File: src/rtl/fbpc_pkg.sv
// Package for the frustum box/point cull block: mode codes, plane entry
// and pipeline sideband types. No dependencies.
`timescale 1ns / 1ps
`default_nettype none
package fbpc_pkg;

  localparam logic [2:0] MODE_LOAD      = 3'd0;
  localparam logic [2:0] MODE_PT_FRUST  = 3'd1;
  localparam logic [2:0] MODE_BOX_FRUST = 3'd2;
  localparam logic [2:0] MODE_PT_HALF   = 3'd3;
  localparam logic [2:0] MODE_BOX_HALF  = 3'd4;

  typedef enum logic [1:0] {
    KIND_NONE  = 2'd0,
    KIND_LOAD  = 2'd1,
    KIND_FRUST = 2'd2,
    KIND_HALF  = 2'd3
  } kind_e;

  typedef struct packed {
    logic signed [31:0] nx;
    logic signed [31:0] ny;
    logic signed [31:0] nz;
    logic signed [31:0] px;
    logic signed [31:0] py;
    logic signed [31:0] pz;
  } plane_t;

  typedef struct packed {
    logic  valid;
    logic  first;
    logic  last;
    kind_e kind;
  } sb_t;

endpackage
`default_nettype wire

File: src/rtl/fbpc_if.sv
// Valid/ready channel interfaces for the cull block input and result beats.
// No dependencies.
`timescale 1ns / 1ps
`default_nettype none
interface fbpc_in_if;
  logic               valid;
  logic               ready;
  logic        [2:0]  mode;
  logic        [2:0]  plane_index;
  logic signed [31:0] first_x;
  logic signed [31:0] first_y;
  logic signed [31:0] first_z;
  logic signed [31:0] second_x;
  logic signed [31:0] second_y;
  logic signed [31:0] second_z;

  modport source (output valid, mode, plane_index, first_x, first_y, first_z,
                  second_x, second_y, second_z, input ready);
  modport sink (input valid, mode, plane_index, first_x, first_y, first_z,
                second_x, second_y, second_z, output ready);
endinterface

`default_nettype wire

File: src/rtl/fbpc_issue.sv
// Issue stage: holds one item, walks box corners, saturates corner
// coordinates and owns the plane store. Depends on fbpc_pkg, fbpc_if.
`timescale 1ns / 1ps
`default_nettype none
module fbpc_issue #(
  parameter int FRUSTUM_PLANES = 6,
  parameter int COORD_BITS     = 32
) (
  input  wire                            clk_i,
  input  wire                            rst_ni,
  input  wire                            adv_i,
  fbpc_in_if.sink                        in_i,
  output fbpc_pkg::sb_t                  sb_o,
  output logic signed [COORD_BITS-1:0]   cx_o,
  output logic signed [COORD_BITS-1:0]   cy_o,
  output logic signed [COORD_BITS-1:0]   cz_o,
  output fbpc_pkg::plane_t               planes_o [FRUSTUM_PLANES+1]
);
  import fbpc_pkg::*;

  localparam int ENTRIES = FRUSTUM_PLANES + 1;
  localparam int EW      = ((COORD_BITS > 33) ? COORD_BITS : 33) + 1;
  localparam logic signed [EW-1:0] LIM_HI = (EW'(1) <<< (COORD_BITS - 1)) - EW'(1);
  localparam logic signed [EW-1:0] LIM_LO = -LIM_HI - EW'(1);

  function automatic logic signed [COORD_BITS-1:0] sat(input logic signed [32:0] v);
    logic signed [EW-1:0] ve;
    ve = EW'(v);
    if (ve > LIM_HI) return COORD_BITS'(LIM_HI);
    if (ve < LIM_LO) return COORD_BITS'(LIM_LO);
    return COORD_BITS'(ve);
  endfunction

  logic               busy_q;
  logic [2:0]         mode_q, idx_q, corner_q;
  logic signed [31:0] ox_q, oy_q, oz_q, wx_q, wy_q, wz_q;
  logic               is_box, last, issue, take;
  kind_e              kind;
  plane_t             store_q [ENTRIES];

  always_comb begin
    is_box = (mode_q == MODE_BOX_FRUST) || (mode_q == MODE_BOX_HALF);
    last   = !is_box || (corner_q == 3'd7);
    unique case (mode_q)
      MODE_LOAD:                     kind = KIND_LOAD;
      MODE_PT_FRUST, MODE_BOX_FRUST: kind = KIND_FRUST;
      MODE_PT_HALF, MODE_BOX_HALF:   kind = KIND_HALF;
      default:                       kind = KIND_NONE;
    endcase
  end

  assign issue      = busy_q && adv_i;
  assign in_i.ready = !busy_q || (issue && last);
  assign take       = in_i.valid && in_i.ready;

  always_ff @(posedge clk_i or negedge rst_ni) begin
    if (!rst_ni) begin
      busy_q   <= 1'b0;
      corner_q <= 3'd0;
    end else if (take) begin
      busy_q   <= 1'b1;
      corner_q <= 3'd0;
    end else if (issue) begin
      busy_q   <= !last;
      corner_q <= corner_q + 3'd1;
    end
  end

  always_ff @(posedge clk_i) begin
    if (take) begin
      mode_q <= in_i.mode;
      idx_q  <= in_i.plane_index;
      ox_q   <= in_i.first_x;
      oy_q   <= in_i.first_y;
      oz_q   <= in_i.first_z;
      wx_q   <= in_i.second_x;
      wy_q   <= in_i.second_y;
      wz_q   <= in_i.second_z;
    end
  end

  // Store is written as the load issues; tests read it one stage later.
  always_ff @(posedge clk_i or negedge rst_ni) begin
    if (!rst_ni) begin
      for (int e = 0; e < ENTRIES; e++) store_q[e] <= '0;
    end else if (issue && (kind == KIND_LOAD)) begin
      for (int e = 0; e < ENTRIES; e++) begin
        if ({1'b0, idx_q} == 4'(e)) begin
          store_q[e] <= '{nx: ox_q, ny: oy_q, nz: oz_q, px: wx_q, py: wy_q, pz: wz_q};
        end
      end
    end
  end

  assign planes_o = store_q;

  always_ff @(posedge clk_i or negedge rst_ni) begin
    if (!rst_ni) begin
      sb_o <= '{valid: 1'b0, first: 1'b0, last: 1'b0, kind: KIND_NONE};
    end else if (adv_i) begin
      sb_o <= '{valid: busy_q, first: (corner_q == 3'd0), last: last, kind: kind};
    end
  end

  always_ff @(posedge clk_i) begin
    if (issue) begin
      cx_o <= sat((is_box && corner_q[0]) ? 33'(ox_q) + 33'(wx_q) : 33'(ox_q));
      cy_o <= sat((is_box && corner_q[1]) ? 33'(oy_q) + 33'(wy_q) : 33'(oy_q));
      cz_o <= sat((is_box && corner_q[2]) ? 33'(oz_q) + 33'(wz_q) : 33'(oz_q));
    end
  end

endmodule
`default_nettype wire

File: src/flat_wrapper.sv
// flat-port wrapper written by rule: the top's interface ports become plain ports
module fbpc_issue_flat import fbpc_pkg::*;
#(
  parameter int FRUSTUM_PLANES = 6,
  parameter int COORD_BITS     = 32
)
  (clk_i, rst_ni, adv_i, sb_o, cx_o, cy_o, cz_o, planes_o, in_i_valid, in_i_mode, in_i_plane_index, in_i_first_x, in_i_first_y, in_i_first_z, in_i_second_x, in_i_second_y, in_i_second_z, in_i_ready);
  fbpc_in_if in_i_i ();
  input  wire clk_i;
  input  wire rst_ni;
  input  wire adv_i;
  output fbpc_pkg::sb_t sb_o;
  output logic signed [COORD_BITS-1:0] cx_o;
  output logic signed [COORD_BITS-1:0] cy_o;
  output logic signed [COORD_BITS-1:0] cz_o;
  output fbpc_pkg::plane_t planes_o[FRUSTUM_PLANES+1];
  input wire logic [$bits(in_i_i.valid)-1:0] in_i_valid;
  input wire logic [$bits(in_i_i.mode)-1:0] in_i_mode;
  input wire logic [$bits(in_i_i.plane_index)-1:0] in_i_plane_index;
  input wire logic [$bits(in_i_i.first_x)-1:0] in_i_first_x;
  input wire logic [$bits(in_i_i.first_y)-1:0] in_i_first_y;
  input wire logic [$bits(in_i_i.first_z)-1:0] in_i_first_z;
  input wire logic [$bits(in_i_i.second_x)-1:0] in_i_second_x;
  input wire logic [$bits(in_i_i.second_y)-1:0] in_i_second_y;
  input wire logic [$bits(in_i_i.second_z)-1:0] in_i_second_z;
  output wire logic [$bits(in_i_i.ready)-1:0] in_i_ready;
  assign in_i_i.valid = in_i_valid;
  assign in_i_i.mode = in_i_mode;
  assign in_i_i.plane_index = in_i_plane_index;
  assign in_i_i.first_x = in_i_first_x;
  assign in_i_i.first_y = in_i_first_y;
  assign in_i_i.first_z = in_i_first_z;
  assign in_i_i.second_x = in_i_second_x;
  assign in_i_i.second_y = in_i_second_y;
  assign in_i_i.second_z = in_i_second_z;
  assign in_i_ready = in_i_i.ready;
  fbpc_issue #(.FRUSTUM_PLANES(FRUSTUM_PLANES), .COORD_BITS(COORD_BITS)) u_core (.clk_i(clk_i), .rst_ni(rst_ni), .adv_i(adv_i), .in_i(in_i_i), .sb_o(sb_o), .cx_o(cx_o), .cy_o(cy_o), .cz_o(cz_o), .planes_o(planes_o));
endmodule
File: config.mk
export PLATFORM = sky130hd
export DESIGN_NAME = fbpc_issue_flat
export DESIGN_NICKNAME = d
export VERILOG_FILES = /design/src/rtl/fbpc_pkg.sv /design/src/rtl/fbpc_if.sv /design/src/rtl/fbpc_issue.sv /design/src/flat_wrapper.sv
export SDC_FILE = /design/constraint.sdc
export NUM_CORES = 2
export LEC_CHECK = 0
export BUFFER_PORTS_ARGS = -buffer_cell sky130_fd_sc_hd__buf_2
export CORE_AREA = 3 3 632 634
export DETAILED_ROUTE_END_ITERATION = 10
export DIE_AREA = 0 0 635 637
export SETUP_SLACK_MARGIN = 0.05
export SLEW_MARGIN = 30
export SYNTH_ARGS = -nofsm -noshare
export SYNTH_HDL_FRONTEND = slang
export SYNTH_SLANG_ARGS = --single-unit
File: constraint.sdc
create_clock -name clk_i -period 6.4 [get_ports clk_i]
set_clock_uncertainty 0.2 [all_clocks]
set_input_delay 1.28 -clock clk_i [delete_from_list [all_inputs] [get_ports clk_i]]
set_output_delay 1.28 -clock clk_i [all_outputs]
set_load 0.1 [all_outputs]
==> results.cfg <==
[run_status]
status = finished, final reports clean

[layout]
design_area_mm2 = 0.0875
final_common_cell = buf_2
finish.utilization = 0.222
fin_nets = 6280
final_cell_mix = buf_2, dfrtp_1, mux2_2
area_delta_synth_final_pct = 34.3
fillers = 42200
drive_above_1_share = 0.570

[floorplanning]
die_w_um = 635
rows = 231
coreArea_mm2 = 0.395
ios = 1648
start_util = 0.165
dieArea_mm2 = 0.404
die_h_um = 637

[synthesis]
syn_avg_cell_area_um2 = 15.7
yosys_register_bits = 1647
synth_xor_area_frac = 0.0102
synthSimpleGateAreaFrac = 0.0231
synthArstFlopShare = 0.821
yosysWarnings = 0
synth_compound_area_frac = 0.0474
synth_flop_cell = dfrtp_1
synth_top_family_by_area = multiplexers
synth_area_mm2 = 0.0652
synthAdderAreaFrac = 0.0199
synth_edf_count = 294
syn-instance-count = 4151
syn-num-nets = 4455
yosysSeqAreaShare = 0.655
synth_cell_types = 79
synthMuxAreaShare = 0.230

[timing]
setup_violations = 0
finalHoldViolCount = 0
drv_slew = 0
tightest_slew_ns = 1.03
min_period_over_period = 0.727
clock.fmax_mhz = 215
period_minus_slack_ns = 4.65
setup_tns_ns = 0
worst_slack_ns = 1.75
slew-limit-headroom = 0.315
hold_slack_ns = 0.186
rsz0062_at_grt = no

[worst_setup_path]
worst-setup-path-type = reg2out
path_cells = xnor2_1 > nor2_1 > buf_4 > inv_1 > o21ai_0 > nand2_1 > buf_2
required_ns = 4.92
arrival_ns = 3.17
end_kind = output pin
slowest_stage = o21ai_0
startpoint = u_core.mode_q[1]
reg2reg_from = u_core.ox_q[1]
path_max_fanout = 5
slowest_delay_ns = 0.63
start_kind = flop

[place]
dp_slack_ns = 1.68
gp_congestion = 0.801
dp_hpwl_um = 233000
io_buffers = 1647
dpl-instance-area_mm2 = 0.0810

[route]
routed_via_density = 3.94
dr_total_vias = 45000
ant_nets = 0
drtPass1Iterations = 7
wl_per_cell_um = 27.2
drc_errors = 0
wl_um = 310000
drtIter0Drc = 2740

[clocking]
cts_resized = 0
clk_latency_ns = 0.90
cts_sinks = 1647
root_buffer = clkbuf_16
numCtsBuffers = 192
cts_tree = yes
clk_pin_slew_ns = 0.06
clockBufferDepth = 4
postCtsHoldBufs = 0
htree_levels = 4
postCtsSetupBuffers = 0

[grt]
grt_overflow = 0
grt_pass1_vias = 44600
grt_max_degree = 133
antenna_found_initial = 88
gr-usage-all-layers = 0.147
grt_pass1_wl_um = 410000

[worst_hold_path]
worst_hold_path_type = in2async

[pwr]
p_leak_nw = 43.3
power.density_mw_per_mm2 = 413
max-vdd-ir-drop_uv = 328

[run]
cap_violations = 0
## routing by layer
layer	vias to the layer above	track usage	share of wire
li1	18900	-	-
met1	23800	0.185	0.42
met2	1813	0.248	0.48
met3	377	0.0351	0.069
met4	6	0.0452	0.033
met5	-	0	0.00012
## critical path: cells and delay by family (launching register included)
family                    cells  cell delay, ns
and+or+nand+nor               2            0.29
xor gates and xnor gates      1            0.17
AOI/OAI and AO/OA             1            0.63
buffers and inverters         3            0.71
DFF                           1            0.48
## cell usage after synthesis, types with 4 or more instances
cell type / number / share of area
nand2_1: 124 / 0.0071
nand4_1: 13 / 0.0012
clkbuf_1: 175 / 0.010
and2_1: 8 / 0.00077
nor3b_1: 6 / 0.00069
xor2_1: 29 / 0.0039
ha_1: 99 / 0.019
xnor2_1: 47 / 0.0063
dfrtp_1: 1353 / 0.52
nor3_1: 16 / 0.0012
o221a_1: 30 / 0.0052
nor2_1: 61 / 0.0035
a21oi_2: 4 / 0.00054
a221o_1: 31 / 0.0048
o22ai_1: 4 / 0.00038
buf_2: 14 / 0.0011
and3_1: 13 / 0.0012
o21ai_0: 66 / 0.0051
a211oi_1: 12 / 0.0014
a21o_1: 54 / 0.0062
or3_1: 7 / 0.00067
mux2_2: 1328 / 0.23
a31oi_1: 31 / 0.0030
nand3_1: 29 / 0.0022
nand3b_1: 7 / 0.00081
o221ai_1: 6 / 0.00081
o21a_1: 16 / 0.0018
nor2b_1: 11 / 0.0011
o21bai_1: 10 / 0.0012
a311oi_1: 6 / 0.00081
buf_6: 4 / 0.00069
o211ai_1: 12 / 0.0014
o21ai_1: 13 / 0.0010
nand2b_1: 8 / 0.00077
edfxtp_1: 294 / 0.14
inv_1: 41 / 0.0024
buf_1: 6 / 0.00035
a21oi_1: 101 / 0.0078
## cell type report
cell class                      count  area (µm²)  area share
Sequential cell                  1647       42700       0.488
Multi-Input combinational cell   2263       21600       0.247
Timing Repair Buffer             1831        9950       0.114
Tap cell                         5242        6560      0.0749
Clock buffer                      275        5620      0.0642
Clock inverter                     80         857     0.00979
Inverter                           41         154     0.00176
Antenna cell                       28        70.1    0.000800
## stage by stage
| stage | std cells | power (mW) |
|---|---|---|
| floorplan | 4151 | 22.1 |
| global placement | 11000 | 25.0 |
| detailed placement | 11000 | 25.1 |
| CTS | 11400 | 36.6 |
| global route | 11400 | 37.3 |
| finish | 11400 | 36.1 |
## registers in the layout, indices dropped and copies added, names as in the netlist
register / count
u_core.busy_q: 1
u_core.oz_q: 32
u_core.planes_o: 1344
u_core.cz_o: 32
u_core.oy_q: 32
u_core.wz_q: 32
u_core.sb_o: 5
u_core.wy_q: 32
u_core.mode_q: 3
u_core.wx_q: 32
u_core.cx_o: 32
u_core.cy_o: 32
u_core.corner_q: 3
u_core.idx_q: 3
u_core.ox_q: 32
## kinds of logic (layout without fill, tap and decap cells)
kind of cell,Yosys count,in the layout
flip-flops,1647,1647
multiplexers,1331,1331
AO/OA/AOI/OAI,438,438
AND/OR/NAND/NOR,316,316
buffers and inverters,241,2227
adder cells (fa/ha/maj),102,102
XOR/XNOR,76,76
other,0,28
## worst paths after layout
check                                        to  slack, ns  cells after the start
min in group clk_i         u_core.planes_o[257]       0.27                      2
max in group asynchronous  u_core.planes_o[913]       4.26                      3
min reg2reg                u_core.planes_o[257]       0.27                      2
max                                  in_i_ready       1.75                      7
max reg2reg                     u_core.cx_o[10]       1.78                     11
min                        u_core.planes_o[979]       0.19                      1
## where the power goes
group,leakage (nW),switching [mW],internal [mW]
sequential,21.0,0.777,11.9
combinational,19.1,10.3,1.89
clock,3.19,4.81,6.51
(Power assumes the default switching activity.)
